<file path="config.mk">
export PLATFORM = sky130hd
export DESIGN_NAME = trackball_pointer_and_cursor_step
export DESIGN_NICKNAME = d
export VERILOG_FILES = /design/src/hw/rtl/tpc_pkg.sv /design/src/hw/rtl/tpc_div_lane.sv /design/src/hw/rtl/trackball_pointer_and_cursor_step.sv
export SDC_FILE = /design/constraint.sdc
export NUM_CORES = 1
export LEC_CHECK = 0
export ABC_AREA = 1
export ABC_CLOCK_PERIOD_IN_PS = 14100
export BUFFER_PORTS_ARGS = -buffer_cell sky130_fd_sc_hd__buf_2
export CAP_MARGIN = 40
export CORE_ASPECT_RATIO = 1.5
export CORE_MARGIN = 1
export CORE_UTILIZATION = 60
export CTS_BUF_LIST = sky130_fd_sc_hd__clkbuf_8
export DETAILED_ROUTE_END_ITERATION = 16
export MAX_ROUTING_LAYER = met4
export PLACE_DENSITY = 0.86
export SYNTH_ARGS = -nofsm -noshare
export SYNTH_HDL_FRONTEND = slang
export SYNTH_SLANG_ARGS = --single-unit
</file>
<file path="constraint.sdc">
create_clock -name clock -period 14.1 [get_ports clock]
set_clock_uncertainty 0.1 [all_clocks]
set_input_delay 1.41 -clock clock [delete_from_list [all_inputs] [get_ports clock]]
set_output_delay 1.41 -clock clock [all_outputs]
set_load 0.05 [all_outputs]
</file>
<file path="src/hw/rtl/tpc_pkg.sv">
// shared types and constants of the trackball pointer and cursor step block
// no dependencies

package tpc_pkg;

   localparam int THR_W = 8;
   localparam logic [THR_W-1:0] THR_RESET = 8'd25;
   localparam logic [3:0] DIV_TEN = 4'd10;
   localparam logic [6:0] CLIP_MAX = 7'd127;

   localparam logic [1:0] KEY_UP = 2'd0;
   localparam logic [1:0] KEY_DOWN = 2'd1;
   localparam logic [1:0] KEY_LEFT = 2'd2;
   localparam logic [1:0] KEY_RIGHT = 2'd3;

   typedef struct packed {
      logic load;
      logic step;
   } div_ctl_type;

   // gain in tenths, size already clamped to 127
   function automatic logic [4:0] gain_tenths(input logic [6:0] size);
      logic [4:0] g;
      if (size > 7'd60) begin
         g = 5'd30;
      end else if (size > 7'd30) begin
         g = 5'd15;
      end else if (size > 7'd5) begin
         g = 5'd10;
      end else begin
         case (size)
            7'd5: g = 5'd9;
            7'd4: g = 5'd7;
            7'd3: g = 5'd5;
            7'd2: g = 5'd2;
            default: g = 5'd10;
         endcase
      end
      return g;
   endfunction

endpackage

</file>
<file path="src/hw/rtl/tpc_div_lane.sv">
// one lane of the bit-serial restoring divider, one quotient bit per cycle while step is set
// depends on tpc_pkg

module tpc_div_lane #(
   parameter int DW = 21
) (
   input  logic                     clock,
   input  tpc_pkg::div_ctl_type     ctl,
   input  logic [DW-1:0]            dividend,
   input  logic [tpc_pkg::THR_W-1:0] divisor,
   output logic [DW-1:0]            quotient,
   output logic [tpc_pkg::THR_W-1:0] remainder
);
   import tpc_pkg::*;

   logic [DW-1:0]    shr_ff, shr_in;
   logic [THR_W-1:0] rem_ff, rem_in;
   logic [THR_W:0]   trial;
   logic [THR_W+1:0] diff;
   logic             ge;

   always_comb begin
      trial = {rem_ff, shr_ff[DW-1]};
      diff = {1'b0, trial} - {2'b00, divisor};
      ge = !diff[THR_W+1];
      shr_in = shr_ff;
      rem_in = rem_ff;
      if (ctl.load) begin
         shr_in = dividend;
         rem_in = '0;
      end else if (ctl.step) begin
         shr_in = {shr_ff[DW-2:0], ge};
         rem_in = ge ? diff[THR_W-1:0] : trial[THR_W-1:0];
      end
   end

   always_ff @(posedge clock) begin
      shr_ff <= shr_in;
      rem_ff <= rem_in;
   end

   assign quotient = shr_ff;
   assign remainder = rem_ff;

endmodule

</file>
<file path="src/hw/rtl/trackball_pointer_and_cursor_step.sv">
// top level of the trackball pointer and cursor step block
// depends on tpc_pkg and tpc_div_lane

// usage:
//   req channel: one trackball sample per transfer, deltas in tdata,
//   mode and hand flags in tuser. rsp channel: one result per sample.
//   csr channel: writes step_threshold, always ready; write only when idle.
// timing:
//   the bit-serial dividers produce one quotient bit per cycle over
//   ACCUM_WIDTH + 5 bits; both axes divide in parallel lanes. one
//   sample is in work at a time.
// reset:
//   accumulators clear, threshold returns to 25, no result pending.
// stall:
//   the result sits in an output register; the next sample is taken and
//   worked on while it waits, and its own result holds until the
//   register is free.
module trackball_pointer_and_cursor_step #(
   parameter int ACCUM_WIDTH = 16
) (
   input  logic        clock,
   input  logic        reset,
   input  logic        req_tvalid,
   output logic        req_tready,
   input  logic [15:0] req_tdata,  // delta_x, delta_y
   input  logic [1:0]  req_tuser,  // action, left_hand
   output logic        rsp_tvalid,
   input  logic        rsp_tready,
   output logic [23:0] rsp_tdata,  // pointer_x, pointer_y, key_code, zero fill
   output logic [0:0]  rsp_tuser,  // key_valid
   input  logic        csr_valid,
   output logic        csr_ready,
   input  logic [7:0]  csr_data    // step_threshold
);
   import tpc_pkg::*;

   localparam int W = ACCUM_WIDTH;
   localparam int DW = W + 5;
   localparam int CNT_W = $clog2(DW);

   localparam logic [1:0] S_IDLE = 2'd0;
   localparam logic [1:0] S_PREP = 2'd1;
   localparam logic [1:0] S_DIV  = 2'd2;
   localparam logic [1:0] S_DONE = 2'd3;

   logic [1:0]       state_ff, state_in;
   logic [CNT_W-1:0] cnt_ff, cnt_in;
   logic [W-1:0]     ax_ff, ax_in, ay_ff, ay_in;
   logic             mode_ff, mode_in, left_ff, left_in;
   logic [THR_W-1:0] thr_ff, thr_in;
   logic             rv_ff, rv_in;
   logic [23:0]      rd_ff, rd_in;
   logic             ru_ff, ru_in;

   div_ctl_type      ctl;
   logic [DW-1:0]    dvd_x, dvd_y, qx, qy;
   logic [THR_W-1:0] divisor, rx, ry;

   logic [W:0]       size;
   logic [W-1:0]     sat_x, sat_y, mag_x, mag_y;
   logic [6:0]       size_c;
   logic [4:0]       gain;
   logic [6:0]       clip_x, clip_y;
   logic [7:0]       out_px, out_py;
   logic             kv;
   logic [1:0]       kc;
   logic             nx, ny, accept, out_free;

   function automatic logic [W-1:0] sat_add(input logic [W-1:0] a, input logic [7:0] d);
      logic [W:0] s;
      logic [W-1:0] r;
      s = {a[W-1], a} + {{(W-7){d[7]}}, d};
      if (s[W] != s[W-1]) begin
         r = s[W] ? {1'b1, {(W-1){1'b0}}} : {1'b0, {(W-1){1'b1}}};
      end else begin
         r = s[W-1:0];
      end
      return r;
   endfunction

   assign req_tready = (state_ff == S_IDLE);
   assign accept = req_tvalid && req_tready;
   assign csr_ready = 1'b1;
   assign out_free = !rv_ff || rsp_tready;

   always_comb begin
      sat_x = sat_add(ax_ff, req_tdata[7:0]);
      sat_y = sat_add(ay_ff, req_tdata[15:8]);
      nx = ax_ff[W-1];
      ny = ay_ff[W-1];
      mag_x = nx ? (~ax_ff + 1'b1) : ax_ff;
      mag_y = ny ? (~ay_ff + 1'b1) : ay_ff;
      size = {1'b0, mag_x} + {1'b0, mag_y};
      size_c = (size[W:7] != '0) ? CLIP_MAX : size[6:0];
      gain = gain_tenths(size_c);
      if (mode_ff) begin
         dvd_x = {5'd0, mag_x};
         dvd_y = {5'd0, mag_y};
         divisor = thr_ff;
      end else begin
         dvd_x = DW'(mag_x * gain);
         dvd_y = DW'(mag_y * gain);
         divisor = {{(THR_W-4){1'b0}}, DIV_TEN};
      end
      clip_x = (qx > DW'(CLIP_MAX)) ? CLIP_MAX : qx[6:0];
      clip_y = (qy > DW'(CLIP_MAX)) ? CLIP_MAX : qy[6:0];
      // axes swap: pointer_x from y, pointer_y from x
      out_px = (ny ^ left_ff) ? (8'd0 - {1'b0, clip_y}) : {1'b0, clip_y};
      out_py = (nx ^ left_ff) ? (8'd0 - {1'b0, clip_x}) : {1'b0, clip_x};
      kv = 1'b0;
      kc = KEY_UP;
      if (qx != '0 && qx >= qy) begin
         kv = 1'b1;
         kc = (nx != left_ff) ? KEY_UP : KEY_DOWN;
      end else if (qy != '0) begin
         kv = 1'b1;
         kc = (ny != left_ff) ? KEY_LEFT : KEY_RIGHT;
      end
   end

   always_comb begin
      state_in = state_ff;
      cnt_in = cnt_ff;
      ax_in = ax_ff;
      ay_in = ay_ff;
      mode_in = mode_ff;
      left_in = left_ff;
      thr_in = csr_valid ? csr_data : thr_ff;
      rv_in = rv_ff && !rsp_tready;
      rd_in = rd_ff;
      ru_in = ru_ff;
      ctl.load = 1'b0;
      ctl.step = 1'b0;
      unique case (state_ff)
         S_IDLE: begin
            if (accept) begin
               ax_in = sat_x;
               ay_in = sat_y;
               mode_in = req_tuser[0];
               left_in = req_tuser[1];
               state_in = S_PREP;
            end
         end
         S_PREP: begin
            ctl.load = 1'b1;
            cnt_in = CNT_W'(DW - 1);
            state_in = S_DIV;
         end
         S_DIV: begin
            ctl.step = 1'b1;
            cnt_in = cnt_ff - 1'b1;
            if (cnt_ff == '0) begin
               state_in = S_DONE;
            end
         end
         S_DONE: begin
            if (out_free) begin
               rv_in = 1'b1;
               state_in = S_IDLE;
               if (!mode_ff) begin
                  rd_in = {8'd0, out_py, out_px};
                  ru_in = 1'b0;
                  ax_in = '0;
                  ay_in = '0;
               end else if (thr_ff == '0) begin
                  rd_in = '0;
                  ru_in = 1'b0;
               end else begin
                  rd_in = {6'd0, kc, 16'd0};
                  ru_in = kv;
                  ax_in = nx ? (W'(0) - W'(rx)) : W'(rx);
                  ay_in = ny ? (W'(0) - W'(ry)) : W'(ry);
               end
            end
         end
         default: begin
            state_in = S_IDLE;
         end
      endcase
   end

   always_ff @(posedge clock) begin
      if (reset) begin
         state_ff <= S_IDLE;
         ax_ff <= '0;
         ay_ff <= '0;
         thr_ff <= THR_RESET;
         rv_ff <= 1'b0;
      end else begin
         state_ff <= state_in;
         ax_ff <= ax_in;
         ay_ff <= ay_in;
         thr_ff <= thr_in;
         rv_ff <= rv_in;
      end
      cnt_ff <= cnt_in;
      mode_ff <= mode_in;
      left_ff <= left_in;
      rd_ff <= rd_in;
      ru_ff <= ru_in;
   end

   tpc_div_lane #(.DW(DW)) u_lane_x (
      .clock     (clock),
      .ctl       (ctl),
      .dividend  (dvd_x),
      .divisor   (divisor),
      .quotient  (qx),
      .remainder (rx)
   );

   tpc_div_lane #(.DW(DW)) u_lane_y (
      .clock     (clock),
      .ctl       (ctl),
      .dividend  (dvd_y),
      .divisor   (divisor),
      .quotient  (qy),
      .remainder (ry)
   );

   assign rsp_tvalid = rv_ff;
   assign rsp_tdata = rd_ff;
   assign rsp_tuser = ru_ff;

endmodule
</file>
==> flow_summary.toml <==
[critical_path]
reg2reg_depth = 54
path_class = "register to register"
ff2ff_setup_slack_ns = 4.16
timing.rr.start = "ax_ff[15]$_SDFFE_PP0P_"
crit_buf_inv = 6
cp.arrival_ns = 10.08
worst_setup_path_start_kind = "register"
crit_fanout = 20
worst_path_most_repeated_cell = "nand2_1"
cp_top_family = "simple AND/OR/NAND/NOR gates"
cpPeakStageDelay_ns = 0.63
cp_data_required_time_ns = 14.25
cp_slowest_cell = "dfxtp_1"
end_kind = "register"
r2r-end = "u_lane_y.quotient[20]$_DFFE_PP_"

[floorplanning]
io_pins = 59
die-height_um = 197
fp.coreArea_um2 = 25100
die_w_um = 132
start_util_pct = 60.9
die-area_um2 = 26100
num_rows = 71

[clocking]
path_clk_slew_ns = 0.09
htree_levels = 4
hold_buffers = 0
cts_setup_buffers = 0
cts-buffers-inserted = 17
cts_tree = "yes"
clockBufferDepth = 2
worstSkewPairLatency_ns = 0.49
cts_num_sinks = 127
cts-root-buf = "clkbuf_8"
cts-resized-gates = 0

[synthesis]
synth_commonest_cells = "nand2_1, inv_1, nor2_1"
synth_area_um2 = 15300
synthArstFlopShare_pct = 0
synth_seq_area_share_pct = 21.1
synth_top_area_share_pct = 13.4
yosysWarnings = 0
yosysTopAreaCell = "edfxtp_1"
synthTopCellsByArea = "edfxtp_1, ha_1, fa_1"
yosys.cell_types.count = 60
synthFlopType = "edfxtp_1"
synth.most_common_cell = "nand2_1"
syn-instance-count = 2155
synth_edf_count = 68
synth_area_per_cell_um2 = 7.08
ys_seq_elements = 127

[global_route]
grt_pass1_vias = 14800
use_met3_pct = 5.59
busiest_layer = "met2"
grt_first_pass_wirelength_mm = 73.2
met2_usage_pct = 65.6
grt.overflow.total = 0
track_usage_pct = 37.2
grt_antenna_before_repair = 0
use_met1_pct = 38.3
grt_max_degree = 44

[finish]
nets = 2468
diodes = 0
area_growth_pct = 6.80
fill_cells = 2233
multi_input_area_um2 = 10300
drive_gt1_share_pct = 8.27
seq_area_um2 = 3220

[place]
dp_hpwl_mm = 37.2
globalplace.congestion = 1.03
port_buffers = 51

[worst_hold_path]
whs_endpoint = "thr_ff[4]$_SDFFE_PP1P_"
hold_class = "register to register"
holdCritStartpoint = "thr_ff[4]$_SDFFE_PP1P_"
whs_path_depth = 2

[sta]
drv_slew = 0
final-hold-violation-count = 0
layout_min_cycle_time_ns = 9.94
finalSetupTns_ns = 0
rsz0062_at_grt = "false"
fmax_mhz = 101
finalCritPeriodShare_pct = 70.5
maxSlewHeadroom_pct = 39.1
worst_pin_slew_ns = 0.907
final-setup-viol-count = 0

[detailed_routing]
ant_nets = 0
drt-total-wl_mm = 45.5
drt-pass1-iter-count = 8
drc = 0
wl_per_cell_um = 17.9
vias = 14900
viasPerCell = 5.87
drt-initial-drc-count = 1172

[job]
drv_cap = 0

[outcome]
status = "finished, final reports clean"
==> cell usage in the layout (no fill, tap or decap), types with 19 or more instances in the layout <==
master and instances:
nand2_1 447, inv_1 388, nor2_1 184, a21oi_1 171, ha_1 147, o21ai_0 127, fa_1 89, nand3_1 84
edfxtp_1 68, dfxtp_1 59, buf_2 51, xor2_1 47, nor3_1 34, nand2_2 25, a31oi_1 24, clkbuf_8 19
==> registers in the layout, indices dropped and copies added, names as in the netlist <==
register	flops
u_lane_x.quotient	21
u_lane_y.quotient	21
rsp_tdata	18
ax_ff	16
ay_ff	16
thr_ff	8
u_lane_x.remainder	8
u_lane_y.remainder	8
cnt_ff	5
state_ff	2
left_ff	1
mode_ff	1
rsp_tuser	1
rsp_tvalid	1
==> worst max path at each step <==
stage	startpoint	to	slack, ns	cells after the start
global placement	ax_ff[15]$_SDFFE_PP0P_	u_lane_y.quotient[19]$_DFFE_PP_	3.98	48
global route	ax_ff[15]$_SDFFE_PP0P_	u_lane_y.quotient[20]$_DFFE_PP_	3.25	55
CTS	ax_ff[15]$_SDFFE_PP0P_	u_lane_y.quotient[20]$_DFFE_PP_	4.28	54
detailed placement	ax_ff[15]$_SDFFE_PP0P_	u_lane_y.quotient[20]$_DFFE_PP_	4.30	54
finish	ax_ff[15]$_SDFFE_PP0P_	u_lane_y.quotient[20]$_DFFE_PP_	4.16	54
floorplan	ax_ff[15]$_SDFFE_PP0P_	u_lane_y.quotient[20]$_DFFE_PP_	6.10	58
==> metrics by stage <==
stage                     utilization, %  worst slack, ns  std cells  instance area [um2]  hold WS (ns)
final                               65.1             4.16       2541                16300         0.400
after global routing                65.1             3.25       2541                16300         0.431
after CTS                           65.1             4.28       2541                16300         0.403
after detailed placement            63.5             4.30       2509                15900         0.383
after global placement              63.0             3.98       2502                15800         0.372
after floorplan                        -             6.10       2168                15300         0.351
==> worst min-delay path, stage by stage, from the launching register on <==
cell	delay, ns
dfxtp_1	0.33
nand2_1	0.06
nand3_1	0.06
==> per-layer routing <==
layer  up-vias  share of wire [%]
met2       651                 51
met5         -                  0
met4         0                7.2
met3       201                6.7
li1       7072                  -
met1      6999                 35
==> kinds of logic (layout without fill, tap and decap cells) <==
family	count (synthesis)	after routing	synth area share (%)
AOI/OAI and AO/OA	419	419	15.6
adders and majority gates	237	237	23.8
other	2	15	0.0492
and+or+nand+nor	846	846	24.0
xor gates and xnor gates	65	65	3.73
DFF	127	127	21.1
buffers and inverters	459	504	11.7
==> area by class of cell <==
cell class | instances | area share [%]
clock buffers | 19 | 1.60
clock inverters | 13 | 0.875
inverters | 407 | 9.37
multi-input cells | 1582 | 63.3
flip-flops and latches | 127 | 19.8
well taps | 328 | 2.52
repair buffers | 65 | 2.55
Power is left out: the tool's default activity adds up to more than one toggle a clock period on the data nets, which glitch-free logic cannot reach.
